`config.mk`:
```
export PLATFORM = sky130hd
export DESIGN_NAME = hkv_exec
export DESIGN_NICKNAME = d
export VERILOG_FILES = /design/src/hdl/hashed_key_value_table_defines.svh /design/src/hdl/hkv_pkg.sv /design/src/hdl/hkv_exec.sv
export SDC_FILE = /design/constraint.sdc
export NUM_CORES = 1
export LEC_CHECK = 0
export BUFFER_PORTS_ARGS = -buffer_cell sky130_fd_sc_hd__buf_2
export CAP_MARGIN = 40
export CORE_AREA = 2 2 476 478
export DETAILED_ROUTE_END_ITERATION = 10
export DIE_AREA = 0 0 478 480
export GPL_TIMING_DRIVEN = 0
export RECOVER_POWER = 100
export SYNTH_ARGS = -nofsm -noshare
export SYNTH_HDL_FRONTEND = slang
export SYNTH_SLANG_ARGS = --single-unit
```
`constraint.sdc`:
```
create_clock -name vclk -period 4
set_input_delay 0.4 -clock vclk [all_inputs]
set_output_delay 0.4 -clock vclk [all_outputs]
set_load 0.02 [all_outputs]
```
`src/hdl/hashed_key_value_table_defines.svh`:
```
// ----------------------------------------------------------------------------
// Hashed key-value table: assertion macros
// Shared property wrappers, clocked on clk and quiet while arst_n is low.
// ----------------------------------------------------------------------------
`ifndef HASHED_KEY_VALUE_TABLE_DEFINES_SVH
`define HASHED_KEY_VALUE_TABLE_DEFINES_SVH

// Check an implication or plain property on every clock edge out of reset.
`define HKV_ASSERT(lbl, prop, msg) \
	lbl: assert property (@(posedge clk) disable iff (!arst_n) prop) else $error(msg);

// Check that a condition never holds.
`define HKV_NEVER(lbl, cond, msg) \
	lbl: assert property (@(posedge clk) disable iff (!arst_n) !(cond)) else $error(msg);

`endif

```
`src/hdl/hkv_pkg.sv`:
```
// ----------------------------------------------------------------------------
// Hashed key-value table package
// Field widths, operation codes, controller states and the row-update result.
// ----------------------------------------------------------------------------
package hkv_pkg;

	localparam int KEY_W   = 64;
	localparam int VAL_W   = 64;
	localparam int FUNC_W  = 2;
	localparam int TOTAL_W = 11;

	localparam logic [TOTAL_W-1:0] TOTAL_MAX = 11'h7FF;

	localparam int DEF_BUCKETS = 256;
	localparam int DEF_WAYS    = 4;

	typedef enum logic [FUNC_W-1:0] {
		FUNC_FIND = 2'd0,
		FUNC_ADD  = 2'd1,
		FUNC_DEL  = 2'd2,
		FUNC_RSVD = 2'd3
	} func_t;

	typedef enum logic [1:0] {
		ST_CLEAR,
		ST_IDLE,
		ST_HASH,
		ST_EXEC
	} state_t;

	// Outcome of one bucket update
	typedef struct packed {
		logic found;
		logic done;
		logic full;
		logic kwe;
		logic vwe;
		logic inc;
		logic dec;
	} res_t;

endpackage

```
`src/hdl/hkv_exec.sv`:
```
// ----------------------------------------------------------------------------
// Bucket row update
// Compare all ways of one row, pick hit and free ways, build the new rows.
// ----------------------------------------------------------------------------
module hkv_exec #(
	parameter int WAYS = hkv_pkg::DEF_WAYS
) (
	input  hkv_pkg::func_t                       func,
	input  logic [hkv_pkg::KEY_W-1:0]            key,
	input  logic [hkv_pkg::VAL_W-1:0]            value,
	input  logic [WAYS*(hkv_pkg::KEY_W+1)-1:0]   krow,
	input  logic [WAYS*hkv_pkg::VAL_W-1:0]       vrow,
	output logic [WAYS*(hkv_pkg::KEY_W+1)-1:0]   krow_new,
	output logic [WAYS*hkv_pkg::VAL_W-1:0]       vrow_new,
	output logic [hkv_pkg::VAL_W-1:0]            value_out,
	output hkv_pkg::res_t                        res
);

	import hkv_pkg::*;

	localparam int KE    = KEY_W + 1;
	localparam int WAY_W = (WAYS > 1) ? $clog2(WAYS) : 1;

	logic             hit;
	logic             has_free;
	logic [WAY_W-1:0] hit_idx;
	logic [WAY_W-1:0] free_idx;
	logic             ins;
	logic             upd;
	logic             del;

	// Lowest matching way and lowest free way
	always_comb begin
		hit      = 1'b0;
		has_free = 1'b0;
		hit_idx  = '0;
		free_idx = '0;
		for (int w = WAYS - 1; w >= 0; w--) begin
			if (krow[w*KE + KEY_W]) begin
				if (krow[w*KE +: KEY_W] == key) begin
					hit     = 1'b1;
					hit_idx = WAY_W'(w);
				end
			end else begin
				has_free = 1'b1;
				free_idx = WAY_W'(w);
			end
		end
	end

	always_comb begin
		res       = '0;
		res.found = hit;
		ins       = 1'b0;
		upd       = 1'b0;
		del       = 1'b0;
		value_out = '0;
		unique case (func)
			FUNC_ADD: begin
				upd      = hit;
				ins      = !hit && has_free;
				res.full = !hit && !has_free;
			end
			FUNC_DEL: begin
				del = hit;
			end
			FUNC_FIND, FUNC_RSVD: begin
				for (int w = 0; w < WAYS; w++) begin
					if (hit && hit_idx == WAY_W'(w)) begin
						value_out = vrow[w*VAL_W +: VAL_W];
					end
				end
			end
		endcase
		res.done = ins || del;
		res.kwe  = ins || del;
		res.vwe  = ins || upd;
		res.inc  = ins;
		res.dec  = del;
	end

	always_comb begin
		krow_new = krow;
		vrow_new = vrow;
		for (int w = 0; w < WAYS; w++) begin
			if (ins && free_idx == WAY_W'(w)) begin
				krow_new[w*KE +: KE]       = {1'b1, key};
				vrow_new[w*VAL_W +: VAL_W] = value;
			end
			if (upd && hit_idx == WAY_W'(w)) begin
				vrow_new[w*VAL_W +: VAL_W] = value;
			end
			if (del && hit_idx == WAY_W'(w)) begin
				krow_new[w*KE + KEY_W] = 1'b0;
			end
		end
	end

endmodule

```
# --- Yosys cells after proc, flatten, opt, wreduce, memory -nomap -nowiden ---
# Index checks and enable logic that the tools add are counted.
word_totals:
  wordCells: 88
  out_inout_bits: 587
  ff_bits: 0
  input_bits: 646
classes:
  eq_ne: 13
  n_reduce_logical: 26
  mux: 49
ops:
  columns: ["cell", "count"]
  rows:
  - ["2-to-1 mux 64 bit", 13]
  - ["2-to-1 mux 65 bit", 4]
  - ["equality test 64 bit", 4]
  - ["2-to-1 mux 2 bit", 12]
  - ["2-to-1 mux 1 bit", 20]
  - ["logical AND 1 bit", 18]
  - ["equality test 2 bit, second input constant", 6]
  - ["equality test 2 x 1 -> 1 bit, second input constant", 3]
  - ["logical NOT 2 bit", 3]
  - ["logical NOT 1 bit", 2]
  - ["logical OR 1 bit", 2]
  - ["OR reduction 2 bit", 1]

# --- Depth between registers and ports, before layout ---
# Gate-level depths: netlist of run 1.
depth:
  ltp_word: 16
  depth_mapped: 12
  ltp_nobuf: 8

# --- Worst setup path after synthesis of run 1 ---
# No wires, ideal clock.
synth_timing:
  kind: "input to output"
  from: "input key[52] (netlist bit)"
  to: "output value_out[0] (netlist bit)"
  path_stages: 11
  setup_slack_ns: 0.206
  path_buffers: 3
  required_ns: 3.600
  arrival_ns: 3.394
  cell_sequence: "clkbuf_1 xnor2_1 nand4_1 nor4_1 nand3_1 nor4_1 nor4b_1 clkbuf_1 buf_2 nand2_1 a21boi_0"
synth_via:
  elab_chain_len: 16
  elab_cells_between_ends: 33
  cone_classes: "eq/ne: 7; mux: 21; reduce/logical: 5"
synth_rtl:
  columns: ["item", "line", "rtl"]
  rows:
  - ["from (decl)", "hkv_exec.sv:9", "input logic [hkv_pkg::KEY_W-1:0] key,"]
  - ["equality test 64 bit", "hkv_exec.sv:40", "if (krow[w*KE +: KEY_W] == key) begin"]
  - ["2-to-1 mux 2 bit", "hkv_exec.sv:40", null]
  - ["2-to-1 mux 2 bit", "hkv_exec.sv:39", "if (krow[w*KE + KEY_W]) begin"]
  - ["2-to-1 mux 2 bit", "hkv_exec.sv:40", null]
  - ["2-to-1 mux 2 bit", "hkv_exec.sv:39", null]
  - ["2-to-1 mux 2 bit", "hkv_exec.sv:40", null]
  - ["2-to-1 mux 2 bit", "hkv_exec.sv:39", null]
  - ["2-to-1 mux 2 bit", "hkv_exec.sv:40", null]
  - ["2-to-1 mux 2 bit", "hkv_exec.sv:39", null]
  - ["logical NOT 2 bit", "hkv_exec.sv:69", "if (hit && hit_idx == WAY_W'(w)) begin"]
  - ["logical AND 1 bit", "hkv_exec.sv:69", null]
  - ["2-to-1 mux 64 bit (3 in series)", "hkv_exec.sv:69", null]
  - ["2-to-1 mux 64 bit *", "hkv_exec.sv:69", null]
  - ["2-to-1 mux 64 bit *", "hkv_exec.sv:58", "unique case (func)"]
  - ["to (decl)", "hkv_exec.sv:15", "output logic [hkv_pkg::VAL_W-1:0] value_out,"]
# Mark *: on every way between the ends. The rest lies on a longest branch, timed or not.

# --- Worst setup path after layout of run 1 ---
layout_timing:
  from: "input key[3] (netlist bit)"
  to: "output krow_new[163] (netlist bit)"
layout_via:
  elab_chain_len: 14
  elab_cells_between_ends: 17
  cone_classes: "eq/ne: 4; mux: 10; reduce/logical: 3"
layout_rtl:
  columns: ["item", "line", "rtl"]
  rows:
  - ["equality test 64 bit", "hkv_exec.sv:40", null]
  - ["2-to-1 mux 1 bit", "hkv_exec.sv:40", null]
  - ["2-to-1 mux 1 bit", "hkv_exec.sv:39", null]
  - ["2-to-1 mux 1 bit", "hkv_exec.sv:40", null]
  - ["2-to-1 mux 1 bit", "hkv_exec.sv:39", null]
  - ["2-to-1 mux 1 bit", "hkv_exec.sv:40", null]
  - ["2-to-1 mux 1 bit", "hkv_exec.sv:39", null]
  - ["2-to-1 mux 1 bit", "hkv_exec.sv:40", null]
  - ["2-to-1 mux 1 bit *", "hkv_exec.sv:39", null]
  - ["logical NOT 1 bit *", "hkv_exec.sv:61", "ins = !hit && has_free;"]
  - ["logical AND 1 bit *", "hkv_exec.sv:61", null]
  - ["2-to-1 mux 1 bit *", "hkv_exec.sv:58", null]
  - ["logical AND 1 bit *", "hkv_exec.sv:86", "if (ins && free_idx == WAY_W'(w)) begin"]
  - ["2-to-1 mux 65 bit *", "hkv_exec.sv:86", null]
  - ["to (decl)", "hkv_exec.sv:13", "output logic [WAYS*(hkv_pkg::KEY_W+1)-1:0] krow_new,"]
# Marks and branches as above.

==> results of run 1 <==
-- cells by family (layout without fill, tap and decap cells) --
group	after synthesis	count (layout)	share of synthesized area (%)
AOI/OAI and AO/OA	242	242	15.3
xor gates and xnor gates	195	195	14.5
adders and majority gates	2	2	0.213
buffers and inverters	200	1562	7.55
muxes	512	512	49.0
other	0	68	0
and+or+nand+nor	307	307	13.5
-- through the flow --
stage | hold WS [ns] | util [%]
after global placement | 1.16 | 9.54
after global routing | 1.15 | 12.6
after floorplan | 0.963 | -
after detailed placement | 1.16 | 10.2
final | 1.14 | 12.7
after CTS | 1.14 | 11.5
-- where the power goes --
group	leakage (nW)	total [mW]	internal, mW	switching (mW)
clock	0.000410	0.000000893	0.000000892	0
combinational	11.6	3.38	1.29	2.09
sequential	0	0	0	0
-- routing by layer --
metal  vias to the layer above  share of wire [%]  track usage [%]
met5                         -               0.24            0.829
met1                      9613                 37             20.4
li1                       8133                  -                -
met3                       404                9.8             5.90
met4                        46                5.7             8.51
met2                      1668                 48             31.5
-- area by class of cell --
class                      instances  area, um2  area share [%]
antenna                           68        170           0.600
inverter                          39        161           0.569
multi-input combinational       1258      12100            42.6
tap                             2992       3740            13.2
timing repair buffer            1366      10400            36.7
buffer                           157       1800            6.33
-- synthesized netlist by cell type, drive strengths merged (2+ instances only) --
library cell    n
or4             4
o221ai          6
ha              2
xor2           50
and3            2
a2111o          9
xnor2         145
inv            39
nand4          37
a21boi         64
a31oi           2
o2111ai         9
nand3           9
nor4b           2
clkbuf         88
o21ai           6
a211oi          2
mux2          507
mux2i           5
nor3            9
buf            73
or3             3
a2111oi         4
o22ai           9
a41oi           2
nor4           29
a21oi          62
nand2         135
nor2b          39
nor2            8
o2bb2ai        62
nand2b         26
-- how the worst max path moves through the flow --
stage / cells past startpoint / slack (ns) / endpoint / start
after floorplan: 11 / 0.21 / value_out[0] / key[52]
after global placement: 11 / -7.54 / value_out[0] / key[43]
after detailed placement: 17 / -3.09 / value_out[0] / key[0]
after CTS: 18 / -0.55 / vrow_new[180] / key[60]
after global routing: 18 / -0.63 / value_out[7] / key[0]
final: 16 / -0.39 / krow_new[163] / key[3]
-- repair_timing --
item / 4_1_cts / 5_1_grt
setup buffers: 51 / 35
hold buffers: 0 / 0
pin swaps: 36 / 62
gates resized for setup: 612 / 626
cloned: 10 / 18
endpoints found under the setup margin: 587 / 583
==> run metrics, run 1 <==
min-delay worst type in -> out; Final ANT Viol Nets 0; Worst-Margin Slew 0.946 ns; NumNets Final 3,470; Hold Path Stages 3; Syn. warnings 0; worst path bufs/invs 8; slowest cell on the critical path or4_4; final setup vio count 575; Top Family by Delay on Critical Path buffers and inverters; Setup WS post-layout -0.388 ns; commonest non-fill, non-tap cell in the layout buf_2; Yosys top cell by area mux2_2; Fillers 25,763; GRT overflow 0; DIE HEIGHT 480 um; final worst-path cycle share 110%; Finished Layout Cells 5,880; Synth Cell Area 11,800 um2; seq_cells 0; crit path capture type output pin; # clk buffers 0; largest cells by area after synthesis mux2_2 (47%), xnor2_1 (11%), o2bb2ai_1 (4.6%), nand2_1 (4.3%), a21boi_0 (4.1%); starting density of the core 5.25%; routability congestion estimate 0.987; first-pass GRT wire length 261,000 um; CP Launch Type input port; post-synthesis sequential area ratio 0%; Tmin final 4.39 ns; Worst IR Drop VDD 0.0000672 V; Slew HR 36.9%; status finished with violations; vias 19,864; area of the die 229,000 um2; Setup CP Type in -> out; Post-DP Area 22,800 um2; pwr/cell area 119 nW/um2; Max FO, Critical Path 10; share of post-route cells with drive strength above 1 76.2%; initial antenna violation count 109; row count 174; Final Cell Area 28,400 um2; Post-Syn Nets 2,106; chip width 478 um; top-area cell type share of the netlist area 47.4%; Worst Path Required 3.60 ns; Lkg Pwr 11.6 nW; most frequent cells in the layout buf_2 (924), mux2_2 (424), buf_6 (242); Most common cell on crit path buf_6; DRC viols 0; vias in the first global route 19,112; Worst Hold End vrow_new[183]; final slew viol count 0; final hold violations 0; RSZ-0062 raised after global routing true; # placed instances 5,709; Avg Synthesized Cell Area 8.07 um2; GRT Resource Usage Total 18.3%; CP arrival 3.99 ns; WL/cell 38.5 um; failing checks negative setup slack; max-cap violation count 0; pre-CTS WS -3.09 ns; DRT Wirelength 226,000 um; hold path start vrow[183]; Synth-to-Final Area Change 141%; crit-path max cell delay 0.54 ns; cells after synthesis 1,458; Final HPWL DP 201,000 um; Power, Total 3.38 mW; setup TNS -136.68 ns; Iteration-0 DRC Markers 1,421; CP Cell Sequence clkbuf_2 > xnor2_4 > buf_6 > nand4_1 > nor4_2 > nand3_2 > buf_12 > nor3_2 > buf_6 > buf_4 > or4_4 > nor4_4 > buf_6 > buf_6 > mux2_2 > buf_2; sequential cell area 0 um2; Distinct cells, synth 51; Port Buffers 1,172; Fmax 0.228 GHz; io pins 1,233; largest net degree at the start of global routing 11; drt via density 3.38; drt pass-1 iters 5; Core Area 224,000 um2
No activity file was read; power rests on OpenSTA's default activity.
==> run 2: changes to the inputs <==
==> constraint.sdc (replaced) <==
create_clock -name vclk -period 4
set_input_delay 0.6 -clock vclk [all_inputs]
set_output_delay 0.6 -clock vclk [all_outputs]
set_load 0.02 [all_outputs]
==> run 2 against run 1 <==
  * The flow still finishes with violations (negative setup slack)
  * Final area is 0.70% higher
  * Flip-flop and latch count unchanged
  * Largest power group unchanged
  * Sequential share of layout area unchanged
==> run metrics, run 2 (synthesis results as in run 1) <==
io pins 1,233; final setup vio count 586; Iteration-0 DRC Markers 1,551; crit path launch key[55]; hold_ws 1.53 ns; first-pass GRT wire length 268,000 um; Max FO, Critical Path 9; row count 174; Finished Layout Cells 5,883; share of post-route cells with drive strength above 1 76.6%; failing checks negative setup slack; # clk buffers 0; Lkg Pwr 11.8 nW; RSZ-0062 raised after global routing true; CP Launch Type input port; Final Cell Area 28,600 um2; DRT Wirelength 231,000 um; Slew HR 39.5%; final hold violations 0; routability congestion estimate 1.02; Worst IR Drop VDD 0.0000778 V; largest net degree at the start of global routing 11; status finished with violations; drt via density 3.44; DIE HEIGHT 480 um; commonest non-fill, non-tap cell in the layout buf_2; WL/cell 39.2 um; Fmax 0.207 GHz; pre-CTS WS -3.37 ns; sequential cell area 0 um2; Tmin final 4.84 ns; drt pass-1 iters 5; Synth-to-Final Area Change 143%; final core occ 12.7%; seq_cells 0; max-cap violation count 0; final slew viol count 0; Final ANT Viol Nets 0; DRC viols 0; vias in the first global route 19,691; Setup CP Type in -> out; chip width 478 um; CP arrival 4.24 ns; # hold bufs at CTS 0; most frequent cells in the layout buf_2 (926), mux2_2 (378), buf_6 (243); GRT Resource Usage Total 18.8%; Core Area 224,000 um2; Multi-input gate area 12,400 um2; Post-DP Area 22,900 um2; NumNets Final 3,462; # placed instances 5,713; CP Capture Point vrow_new[57]; area of the die 229,000 um2; final worst-path cycle share 121%; initial antenna violation count 139; Setup WS post-layout -0.840 ns; Port Buffers 1,172; Worst Path Required 3.40 ns; GRT overflow 0; Worst-Margin Slew 0.900 ns; Final HPWL DP 204,000 um; min-delay worst type in -> out; pwr/cell area 122 nW/um2; vias 20,232; starting density of the core 5.25%; Fillers 25,812; crit path capture type output pin
run 2: timing repair:
| item | in CTS | in global routing |
|---|---|---|
| pin swaps | 57 | 60 |
| setup buffers | 69 | 13 |
| resized for setup | 822 | 381 |
| setup endpoints to repair | 587 | 587 |
| gates cloned | 15 | 9 |
run 2: how the worst min path moves through the flow:
stage                     startpoint       endpoint  slack [ns]  cells after the start
after floorplan            krow[129]         res[4]        1.36                      2
after global placement     vrow[235]  value_out[43]        1.55                      4
after detailed placement   vrow[254]  value_out[62]        1.55                      4
after CTS                   vrow[49]   vrow_new[49]        1.54                      3
after global routing       vrow[250]  vrow_new[250]        1.55                      3
final                      vrow[250]  vrow_new[250]        1.53                      3
run 2: metrics by stage:
stage / total power [mW] / setup TNS [ns]
2_1_floorplan: 1.19 / -0.0288
3_3_place_gp: 2.93 / -3225.33
3_5_place_dp: 3.05 / -1428.67
4_1_cts: 3.37 / -432.12
6_report: 3.48 / -362.88
5_1_grt: 3.58 / -432.24
run 2: routing by layer:
| layer | track usage [%] | share of wire, % | vias to the layer above |
|---|---|---|---|
| met5 | 0.0207 | 0.17 | - |
| met4 | 9.90 | 6.5 | 42 |
| met3 | 5.67 | 8.3 | 474 |
| met2 | 32.2 | 47 | 1715 |
| met1 | 20.9 | 38 | 9880 |
| li1 | - | - | 8121 |
run 2: report_power, final:
part | internal [mW] | switching (mW) | total (mW)
clock network | 0.00000189 | 0 | 0.00000189
registers | 0 | 0 | 0
logic | 1.34 | 2.14 | 3.48
run 2: cell type report:
cell class                 instances  area share [%]
multi-input combinational       1259            43.5
timing repair buffer            1358            35.9
tap                             2992            13.1
buffer                           156            6.28
antenna                           79           0.692
inverter                          39           0.587
run 2: worst max-delay path, stage by stage:
cell and delay (ns):
clkbuf_1 0.27, buf_8 0.26, a2111o_1 0.40, nor4_4 0.35, buf_6 0.18, nand4_1 0.19
nor3_4 0.28, buf_12 0.15, clkbuf_16 0.17, buf_16 0.16, o21ai_4 0.08, buf_6 0.13
buf_16 0.15, buf_6 0.14, buf_12 0.14, mux2_4 0.32, buf_12 0.15
